File: config.mk
export PLATFORM = sky130hd
export DESIGN_NAME = ffa_cell
export DESIGN_NICKNAME = d
export VERILOG_FILES = /design/src/first_free_slot_allocator_defines.svh /design/src/ffa_pkg.sv /design/src/ffa_cell.sv
export SDC_FILE = /design/constraint.sdc
export NUM_CORES = 1
export LEC_CHECK = 0
export ABC_AREA = 0
export BUFFER_PORTS_ARGS = -buffer_cell sky130_fd_sc_hd__buf_2
export CAP_MARGIN = 30
export CORE_MARGIN = 2
export CORE_UTILIZATION = 35
export DETAILED_ROUTE_END_ITERATION = 10
export SYNTH_ARGS = -nofsm -noshare
export SYNTH_HDL_FRONTEND = slang
export SYNTH_SLANG_ARGS = --single-unit
File: constraint.sdc
create_clock -name clk_i -period 1.9 [get_ports clk_i]
set_input_delay 0.19 -clock clk_i [delete_from_list [all_inputs] [get_ports clk_i]]
set_output_delay 0.19 -clock clk_i [all_outputs]
set_load 0.01 [all_outputs]
File: src/first_free_slot_allocator_defines.svh
// assertion macros for the first free slot allocator
`ifndef FIRST_FREE_SLOT_ALLOCATOR_DEFINES_SVH
`define FIRST_FREE_SLOT_ALLOCATOR_DEFINES_SVH

// same-cycle implication, checked out of reset
`define FFA_ASSERT_IMP(lbl, ante, cons, msg) \
  lbl: assert property (@(posedge clk_i) disable iff (!rst_ni) (ante) |-> (cons)) \
    else $error(msg);

// next-cycle implication, checked out of reset
`define FFA_ASSERT_NXT(lbl, ante, cons, msg) \
  lbl: assert property (@(posedge clk_i) disable iff (!rst_ni) (ante) |=> (cons)) \
    else $error(msg);

`endif

File: src/ffa_pkg.sv
// shared types and constants of the first free slot allocator
package ffa_pkg;

  // default sizes
  localparam int unsigned SLOTS_DEF      = 64;
  localparam int unsigned OWNER_BITS_DEF = 16;

  // fixed field widths
  localparam int unsigned OP_W    = 2;
  localparam int unsigned PID_W   = 16;
  localparam int unsigned SEAT_W  = 7;
  localparam int unsigned OWNER_W = 16;
  localparam int unsigned CNT_W   = 7;
  localparam int unsigned CFG_W   = 7;

  // operation codes
  typedef enum logic [OP_W-1:0] {
    OP_RESERVE = 2'd0,
    OP_RELEASE = 2'd1,
    OP_QUERY   = 2'd2,
    OP_CLEAR   = 2'd3
  } ffa_op_e;

  // control word handed from cell to cell
  typedef struct packed {
    logic    valid;
    logic    live;
    ffa_op_e op;
    logic    found;
  } ffa_ctl_t;

endpackage

File: src/ffa_cell.sv
// one slot of the allocator chain: holds its owner and acts on the passing transaction
module ffa_cell #(
  parameter int unsigned IDX        = 0,
  parameter int unsigned OWNER_BITS = ffa_pkg::OWNER_BITS_DEF,
  parameter int unsigned CAP_W      = 8
) (
  input  logic                  clk_i,
  input  logic                  rst_ni,
  input  logic                  adv_i,
  input  logic                  clr_i,
  input  logic [CAP_W-1:0]      cap_i,
  input  ffa_pkg::ffa_ctl_t     ctl_i,
  input  logic [OWNER_BITS-1:0] pid_i,
  input  logic [ffa_pkg::SEAT_W-1:0] seat_i,
  input  logic [OWNER_BITS-1:0] who_i,
  input  logic [CAP_W-1:0]      grant_i,
  output ffa_pkg::ffa_ctl_t     ctl_o,
  output logic [OWNER_BITS-1:0] pid_o,
  output logic [ffa_pkg::SEAT_W-1:0] seat_o,
  output logic [OWNER_BITS-1:0] who_o,
  output logic [CAP_W-1:0]      grant_o
);
  import ffa_pkg::*;

  localparam logic [CAP_W-1:0] MY_IDX  = CAP_W'(IDX);
  localparam logic [CAP_W-1:0] MY_SEAT = CAP_W'(IDX + 1);

  logic [OWNER_BITS-1:0] owner_q, owner_d;
  ffa_ctl_t              ctl_q, ctl_d;
  logic [OWNER_BITS-1:0] pid_q, who_q, who_d;
  logic [SEAT_W-1:0]     seat_q;
  logic [CAP_W-1:0]      grant_q, grant_d;
  logic                  hit;
  logic                  in_cap;

  assign hit    = (CAP_W'(seat_i) == MY_SEAT);
  assign in_cap = (MY_IDX < cap_i);

  // slot action for the transaction passing through
  always_comb begin
    owner_d = owner_q;
    ctl_d   = ctl_i;
    who_d   = who_i;
    grant_d = grant_i;
    if (ctl_i.valid && ctl_i.live) begin
      unique case (ctl_i.op)
        OP_RESERVE: begin
          if (!ctl_i.found && in_cap && owner_q == '0) begin
            owner_d     = pid_i;
            ctl_d.found = 1'b1;
            grant_d     = MY_SEAT;
          end
        end
        OP_RELEASE: begin
          if (hit && owner_q != '0) begin
            who_d       = owner_q;
            owner_d     = '0;
            ctl_d.found = 1'b1;
          end
        end
        OP_QUERY: begin
          if (hit) begin
            who_d = owner_q;
          end
        end
        OP_CLEAR: begin
          owner_d = '0;
        end
        default: begin
          owner_d = owner_q;
        end
      endcase
    end
  end

  // slot owner and stage control
  always_ff @(posedge clk_i or negedge rst_ni) begin
    if (!rst_ni) begin
      owner_q <= '0;
      ctl_q   <= '0;
    end else if (clr_i) begin
      owner_q <= '0;
      ctl_q   <= '0;
    end else if (adv_i) begin
      owner_q <= owner_d;
      ctl_q   <= ctl_d;
    end
  end

  // stage payload
  always_ff @(posedge clk_i) begin
    if (adv_i) begin
      pid_q   <= pid_i;
      seat_q  <= seat_i;
      who_q   <= who_d;
      grant_q <= grant_d;
    end
  end

  assign ctl_o   = ctl_q;
  assign pid_o   = pid_q;
  assign seat_o  = seat_q;
  assign who_o   = who_q;
  assign grant_o = grant_q;

endmodule
# [Yosys cells after proc, flatten, opt, wreduce, memory -nomap -nowiden]
# Cells that the tools add are included.
[totals] inputBits=64 register_bits=68
[op_classes] magnitude_cmp=1 muxes=19 n_reduce_logical=12 eq_ne=6
[ops] op="2-to-1 mux 16 bit" count=8
[ops] op="case mux 16 bit (3 select lines)" count=1
[ops] op="case mux 16 bit (2 select lines)" count=1
[ops] op="2-to-1 mux 8 bit" count=3
[ops] op="logical NOT 16 bit" count=1
[ops] op="nonzero test 16 bit" count=1
[ops] op="2-to-1 mux 5 bit" count=2
[ops] op="less-than comparator 1 x 8 -> 1 bit (first input constant)" count=1
[ops] op="equality test 7 x 1 -> 1 bit (second input constant)" count=1
[ops] op="inequality test 3 bit (second input constant)" count=2
[ops] op="AND reduction 5 bit" count=1
[ops] op="equality test 2 bit (second input constant)" count=2
[ops] op="logical AND 1 bit" count=4
[ops] op="nonzero test 2 bit" count=2
[ops] op="nonzero test 4 bit" count=1
[ops] op="2-to-1 mux 1 bit" count=3
[ops] op="equality test 2 x 1 -> 1 bit (second input constant)" count=1
[ops] op="logical NOT 2 bit" count=1
[ops] op="case mux 1 bit (2 select lines)" count=1
[ops] op="logical NOT 1 bit" count=1

# [Longest topological paths before layout]
# Gate-level depths: netlist (run 1).
[depth] word_depth=8 depth_mapped=7

# [Least setup slack after synthesis (run 1)]
# No wires, ideal clock.
[synth_path] path_kind="reg-to-reg" from="register owner_q[10]" to="register who_q[10], in the netlist who_o[10] (data pin)" t_required_ns=1.769 setup_slack_ns=0.079 arrival_time_ns=1.690 path_stages_with_launch=7 synth_period_minus_slack_ns=1.821 path_buffers=1 cell_sequence="dfrtp_1 -> nor4_4 -> nand4_2 -> nor2b_1 -> o21bai_2 -> clkbuf_1 -> a22o_1"
[synth_between] elab_chain_len=5 word_cells_on_any_way=6 classes_between="4 x mux; 2 x reduce/logical"
[synth_lines] element="start: declaration" line_no="ffa_cell.sv:28" source="logic [OWNER_BITS-1:0] owner_q, owner_d;"
[synth_lines] element="start signal: assignment" line_no="ffa_cell.sv:85" source="owner_q <= owner_d;"
[synth_lines] element="nonzero test 16 bit" line_no="ffa_cell.sv:55" source="if (hit && owner_q != '0) begin"
[synth_lines] element="logical AND 1 bit" line_no="ffa_cell.sv:55"
[synth_lines] element="2-to-1 mux 16 bit" line_no="ffa_cell.sv:55"
[synth_lines] element="case mux 16 bit (2 select lines) *" line_no="ffa_cell.sv:46" source="unique case (ctl_i.op)"
[synth_lines] element="2-to-1 mux 16 bit *" line_no="ffa_cell.sv:45" source="if (ctl_i.valid && ctl_i.live) begin"
[synth_lines] element="named net who_d[10]" line_no="ffa_cell.sv:30" source="logic [OWNER_BITS-1:0] pid_q, who_q, who_d;"
[synth_lines] element="end signal: assignment" line_no="ffa_cell.sv:95" source="who_q <= who_d;"
[synth_lines] element="end: declaration" line_no="ffa_cell.sv:30"
# Mark *: on every way through the listed nets, which the timed path passes. The rest lies on a longest branch.
# A chain may end at the register's enable or synchronous reset.

# [Worst setup path after layout (run 1)]
[layout_path] from="register owner_q[7]" to="register owner_q[0]"
[layout_between] elab_chain_len=4 word_cells_on_any_way=7 classes_between="2 x eq/ne; 5 x reduce/logical"
[layout_lines] element="nonzero test 16 bit / logical NOT 16 bit (equally long branches)" line_no="ffa_cell.sv:55, ffa_cell.sv:48"
[layout_lines] element="logical AND 1 bit, on equally long branches" line_no="ffa_cell.sv:55, ffa_cell.sv:48"
[layout_lines] element="inequality test 3 bit (no line)"
[layout_lines] element="AND reduction 5 bit (no line) *"
# Mark *: on every way between the ends. The rest lies on a longest branch, timed or not.

==> qor.txt, run 1 <==
outcome = complete, but fails checks
failing checks = negative setup slack
Power Internal = 0.00238 W
initial antenna violation count = 0
Syn Inst Count = 194
Num CTS Buffers = 9
total negative slack = -0.851 ns
Worst VDD drop = 0.000279 V
Synth cell types = 32
first-pass GRT wire length = 10300 um
initial drt markers = 69
worst clock skew = 0.00615 ns
num ports = 116
CP max FO = 8
Detailed Place HPWL = 4870 um
Die W = 94.4 um
count of final hold-check violations = 0
clk buf depth = 2
First-pass DRT Iterations = 4
worst skew pair latency = 0.33 ns
area grow syn2layout = 38.3%
Row Count = 32
Total Die Area = 8920 um2
largest net degree at the start of global routing = 31
CTS root buffer = clkbuf_8
Sw Ratio = 0.233
RSZ-0062 raised after global routing = true
DRC = 0
Clock transition at path regs = 0.07 ns
register area share after synthesis = 0.677
Worst slew margin = 0.656
layout net count = 405
Setup CP Type = reg2reg
Routed Antenna Nets = 0
Final Setup Violations = 37
wire per inst = 15.0 um
Power Density = 782 nW/um2
commonest cells after routing, fill and taps aside = buf_2, edfxtp_1, dfrtp_1, buf_4
Crit path required time = 2.14 ns
starting density of the core = 0.367
antenna cells = 0
combinational fraction of design power = 0.127
Max-Cap Viols = 0
via count = 2055
gr ovfl total = 0
f_max = 0.503 GHz
total track usage = 0.157
clock sink count = 68
CTS tree = yes
core footprint = 7810 um2
crit-path cells = nor4_4 > nand4_2 > o31ai_2 > o2111a_2 > buf_12 > mux2i_2
Worst Setup Start Kind = register
H-tree depth = 3
register bit total from synthesis = 68
post-synth net total = 262
CP arrival = 2.23 ns
Pins Over Slew Limit = 0
commonest non-fill, non-tap cell in the layout = buf_2
post-route clock period utilization = 1.05
fraction of layout cells with a size suffix above 1 = 0.488
Crit. End Element = register
non-filler instance count after layout = 444
Avg Inst Size Synth = 14.7 um2
Worst Tran Pin Value = 0.516 ns
sequential power share = 0.553
worst min path class = in2reg
crit path time final = 1.99 ns
number of global-route vias before repair = 2001
clock power share = 0.320
warning count from the yosys run = 0
Placed Instances = 423
port bufs = 115
gpl congestion = 0.807
Final Worst Setup Slack = -0.0873 ns
Mapped Area = 2860 um2
NetSw = 0.000720 W
Leakage = 1.74 nW
vias per cell = 4.63
Die Y-Extent = 94.4 um
Slowest cell on crit path = dfrtp_1
Total Wirelength = 6680 um
slowest stage delay, CP = 0.41 ns
==> repair_timing <==
| item | CTS | global route |
|---|---|---|
| hold endpoints to repair | 21 | 0 |
| endpoints found under the setup margin | 39 | 40 |
| hold buffers | 1 | 0 |
| pin swaps | 5 | 5 |
| buffers inserted | 2 | 1 |
| gates resized for setup | 7 | 3 |
| cloned | 1 | 0 |
==> routing by layer <==
metal  part of all wire  track usage  up-vias
met2               0.49        0.252       62
met4              0.015       0.0725        0
met5                  0            0        -
li1                   -            -     1007
met3              0.065       0.0399        9
met1               0.43        0.199      977
==> cell families (layout without fill, tap and decap cells) <==
kind of cell             count (synthesis)  after routing  synth area share
AO/OA/AOI/OAI                           23             23            0.0682
adder cells (fa/ha/maj)                  4              4            0.0175
buffers and inverters                   11            159            0.0232
flip-flops                              68             68             0.677
multiplexers                            20             20            0.0700
AND/OR/NAND/NOR                         68             68             0.144
==> final timing paths <==
| kind | from | endpoint | slack (ns) | depth (start not counted) |
|---|---|---|---|---|
| worst max-delay path | owner_q[7]$_DFFE_PN0P_ | owner_q[0]$_DFFE_PN0P_ | -0.09 | 6 |
| worst min-delay path | seat_i[0] | seat_o[0]$_DFFE_PP_ | 0.04 | 1 |
| worst max register to register | owner_q[7]$_DFFE_PN0P_ | owner_q[0]$_DFFE_PN0P_ | -0.09 | 6 |
| worst min register to register | ctl_o[4]$_DFFE_PN0P_ | ctl_o[4]$_DFFE_PN0P_ | 0.53 | 2 |
| max in group asynchronous | rst_ni | owner_q[6]$_DFFE_PN0P_ | 1.18 | 2 |
| min in group asynchronous | rst_ni | ctl_o[0]$_DFFE_PN0P_ | 0.36 | 2 |
==> cell type report <==
cell class,instances,area (um2)
fill,714,3850
sequential,68,1940
multi-input combinational,115,911
timing repair buffer,140,811
clock buffer,13,149
tap,102,128
clock inverter,3,12.5
inverter,3,11.3
==> power groups by stage <==
stage | logic (W) | registers [W] | clock network (W)
2_1_floorplan | 0.000108 | 0.00180 | 0
3_3_place_gp | 0.000371 | 0.00174 | 0
3_5_place_dp | 0.000377 | 0.00174 | 0
4_1_cts | 0.000395 | 0.00171 | 0.00103
5_1_grt | 0.000433 | 0.00172 | 0.00110
6_report | 0.000392 | 0.00171 | 0.000991
==> Yosys cell counts, drive strengths merged <==
cell type / count / area, um2
a21oi: 2 / 10.0
a22o: 16 / 141
a311oi: 1 / 8.76
and2: 8 / 50.1
and4: 1 / 11.3
buf: 3 / 36.3
clkbuf: 5 / 18.8
dfrtp: 21 / 526
edfxtp: 47 / 1410
ha: 4 / 50.1
inv: 3 / 11.3
mux2i: 20 / 200
nand2: 19 / 71.3
nand2b: 14 / 87.6
nand3: 1 / 5.00
nand4: 1 / 12.5
nor2: 8 / 30.0
nor2b: 1 / 6.26
nor3: 4 / 20.0
nor3b: 1 / 7.51
nor4: 5 / 73.8
o2111a: 1 / 11.3
o21ai: 1 / 5.00
o21bai: 1 / 11.3
o31ai: 1 / 7.51
or2b: 3 / 22.5
or4: 2 / 15.0
==> worst max-delay path, delay by kind of cell (launching register included) <==
kind	cells	cell delay, ns
AO/OA/AOI/OAI	2	0.58
AND/OR/NAND/NOR	2	0.53
multiplexers	1	0.22
buffers and inverters	1	0.17
flip-flops	1	0.41
==> registers in the layout, indices dropped and copies added, names as in the netlist <==
register	cells
seat_o	7
owner_q	16
who_o	16
ctl_o	5
grant_o	8
pid_o	16
==> metrics by stage <==
step / setup slack (ns) / utilization / hold slack, ns / instance area (um2) / power (W)
after floorplan: 0.0789 / - / -0.106 / 2860 / 0.00191
after global placement: -0.134 / 0.473 / 0.193 / 3690 / 0.00211
after detailed placement: -0.208 / 0.473 / 0.194 / 3690 / 0.00212
after CTS: -0.133 / 0.504 / 0.0188 / 3930 / 0.00314
after global routing: -0.204 / 0.507 / 0.0197 / 3960 / 0.00325
final: -0.0873 / 0.507 / 0.0420 / 3960 / 0.00310
(Power assumes the default switching activity.)
==> inputs of run 2 (changes only) <==
==> constraint.sdc (replaced) <==
create_clock -name clk_i -period 1.9 [get_ports clk_i]
set_input_delay 0 -clock clk_i [delete_from_list [all_inputs] [get_ports clk_i]]
set_output_delay 0 -clock clk_i [all_outputs]
set_load 0.01 [all_outputs]
==> qor.txt, run 2 (synthesized netlist as in run 1, its figures left out) <==
outcome = complete, but fails checks
failing checks = negative setup slack
Power Density = 768 nW/um2 (-1.9%)
combinational fraction of design power = 0.137 (+0.010)
Pins Over Slew Limit = 0 (unchanged)
f_max = 0.515 GHz (+2.4%)
wire per inst = 14.3 um (-5.0%)
number of global-route vias before repair = 2274 (+14%)
Worst Setup Start Kind = register
Total Die Area = 8920 um2 (unchanged)
Worst Tran Pin Value = 0.517 ns (+0.00148 ns)
port bufs = 115 (unchanged)
initial antenna violation count = 0 (unchanged)
register area = 1940 um2 (about the same)
Slowest cell on crit path = dfrtp_2
WHS = 0.0804 ns (+0.0384 ns)
R2R Setup Slk = -0.04 ns (+0.05 ns)
commonest non-fill, non-tap cell in the layout = buf_2
Row Count = 32 (unchanged)
Num CTS Buffers = 9 (unchanged)
Leakage = 1.95 nW (+12%)
area of the multi-input gates = 911 um2 (unchanged)
clk buf depth = 2 (unchanged)
worst skew pair latency = 0.33 ns (about the same)
family with the most delay on the worst path = compound AO/OA/AOI/OAI gates
sequential power share = 0.499 (-0.054)
CP max FO = 8 (unchanged)
initial drt markers = 101 (+46%)
H-tree depth = 3 (unchanged)
via count = 2230 (+8.5%)
DRC = 0 (unchanged)
gpl congestion = 0.691 (-14%)
Core Util, Final = 0.574 (+0.0667)
Worst Hold Launch = clr_i
FF-to-FF End = owner_q[1]$_DFFE_PN0P_
NetSw = 0.000762 W (+5.8%)
gr ovfl total = 0 (unchanged)
Power Internal = 0.00268 W (+13%)
core footprint = 7810 um2 (unchanged)
cell depth of the worst setup path = 6 (unchanged)
largest net degree at the start of global routing = 35 (+13%)
r2r startpoint = owner_q[6]$_DFFE_PN0P_
vias per cell = 4.55 (-1.7%)
Total Wirelength = 7000 um (+4.9%)
Finished Cell Area = 4480 um2 (+13%)
Setup CP Type = reg2reg
Worst Path Buf+Inv = 1 (unchanged)
CTS root buffer = clkbuf_8
CP arrival = 2.20 ns (-0.03 ns)
Layout fillers = 656 (-8.1%)
commonest cells after routing, fill and taps aside = buf_2, dlygate4sd3_1, edfxtp_1
Final Setup Violations = 13 (-65%)
num ports = 116 (unchanged)
Detailed Place HPWL = 4710 um (-3.3%)
starting density of the core = 0.367 (unchanged)
post-route clock period utilization = 1.02 (-0.0249)
antenna cells = 0 (unchanged)
Final Worst Setup Slack = -0.0400 ns (+0.0473 ns)
area grow syn2layout = 56.5%
Crit. End Element = register
Worst VDD drop = 0.000384 V (+38%)
First-pass DRT Iterations = 4 (unchanged)
dpl cell area = 3670 um2 (-0.61%)
Die W = 94.4 um (unchanged)
Sw Ratio = 0.222 (-0.0109)
worst clock skew = 0.00927 ns (+0.00312 ns)
layout net count = 451 (+11%)
fraction of layout cells with a size suffix above 1 = 0.415 (-0.0734)
crit path time final = 1.94 ns (-0.0473 ns)
Clock transition at path regs = 0.07 ns (about the same)
clock power share = 0.364 (+0.044)
clock sink count = 68 (unchanged)
Hold Path End = ctl_o[2]$_DFFE_PN0P_
Max-Cap Viols = 0 (unchanged)
Routed Antenna Nets = 0 (unchanged)
Crit path required time = 2.16 ns (+0.02 ns)
Die Y-Extent = 94.4 um (unchanged)
CTS tree = yes
crit-path cells = nor4_4 > nand4_4 > o31ai_2 > o2111a_2 > clkbuf_16 > mux2i_1
slowest stage delay, CP = 0.45 ns (+0.04 ns)
Tot Pwr = 0.00344 W (+11%)
worst min path class = in2reg
count of final hold-check violations = 0 (unchanged)
Worst Reg-to-Reg Cells = 6 (unchanged)
Worst slew margin = 0.655 (-0.000986)
total track usage = 0.161 (+0.00420)
RSZ-0062 raised after global routing = true
first-pass GRT wire length = 10800 um (+5.5%)
hold depth = 2 (+1)
-- run 2: cell type report --
cell class,instances,share of cell area
tap,102,0.0285
timing repair buffer,186,0.287
sequential,68,0.433
clock buffer,11,0.0293
multi-input combinational,115,0.203
inverter,3,0.00251
clock inverter,5,0.0170
-- run 2: layer usage --
metal | global-route usage | wire (um) | vias up
met5 | 0 | 0 | -
met4 | 0.0749 | 92 | 0
met3 | 0.0311 | 328 | 7
met2 | 0.270 | 3560 | 62
met1 | 0.202 | 3020 | 1059
li1 | - | - | 1102
-- run 2: what timing repair did --
| action | in CTS | in global routing |
|---|---|---|
| hold buffers | 53 | 0 |
| hold endpoints to repair | 89 | 0 |
| resized for setup | 1 | 7 |
| pin swaps | 1 | 3 |
| buffers inserted | 0 | 0 |
| cloned | 0 | 1 |
| setup endpoints to repair | 23 | 38 |
-- run 2: worst max-delay path by stage --
stage	from	endpoint	slack [ns]
6_report	owner_q[6]$_DFFE_PN0P_	owner_q[1]$_DFFE_PN0P_	-0.04
5_1_grt	owner_q[6]$_DFFE_PN0P_	owner_q[8]$_DFFE_PN0P_	-0.13
4_1_cts	owner_q[7]$_DFFE_PN0P_	owner_q[1]$_DFFE_PN0P_	-0.05
3_5_place_dp	owner_q[2]$_DFFE_PN0P_	grant_o[5]$_DFFE_PP_	-0.09
3_3_place_gp	owner_q[2]$_DFFE_PN0P_	owner_q[2]$_DFFE_PN0P_	-0.03
2_1_floorplan	owner_q[10]$_DFFE_PN0P_	who_o[10]$_DFFE_PP_	0.08
-- run 2: power groups by stage --
stage / Clock (W) / Sequential [W] / Combinational, W
2_1_floorplan: 0 / 0.00180 / 0.000108
3_3_place_gp: 0 / 0.00174 / 0.000374
5_1_grt: 0.00135 / 0.00172 / 0.000516
4_1_cts: 0.00128 / 0.00171 / 0.000464
3_5_place_dp: 0 / 0.00174 / 0.000379
6_report: 0.00125 / 0.00171 / 0.000472
-- run 2: metrics by stage --
step	cells	setup TNS [ns]	worst slack (ns)
global route	490	-3.10	-0.127
global placement	420	-0.583	-0.0305
CTS	489	-0.689	-0.0460
detailed placement	420	-0.837	-0.0863
floorplan	194	0	0.0789
finish	490	-0.241	-0.0400
-- run 2: worst register-to-register path, stage by stage (launching register included) --
cell and delay [ns]:
dfrtp_2 0.45, nor4_4 0.33, nand4_4 0.18, o31ai_2 0.24, o2111a_2 0.29, clkbuf_16 0.18
mux2i_1 0.19
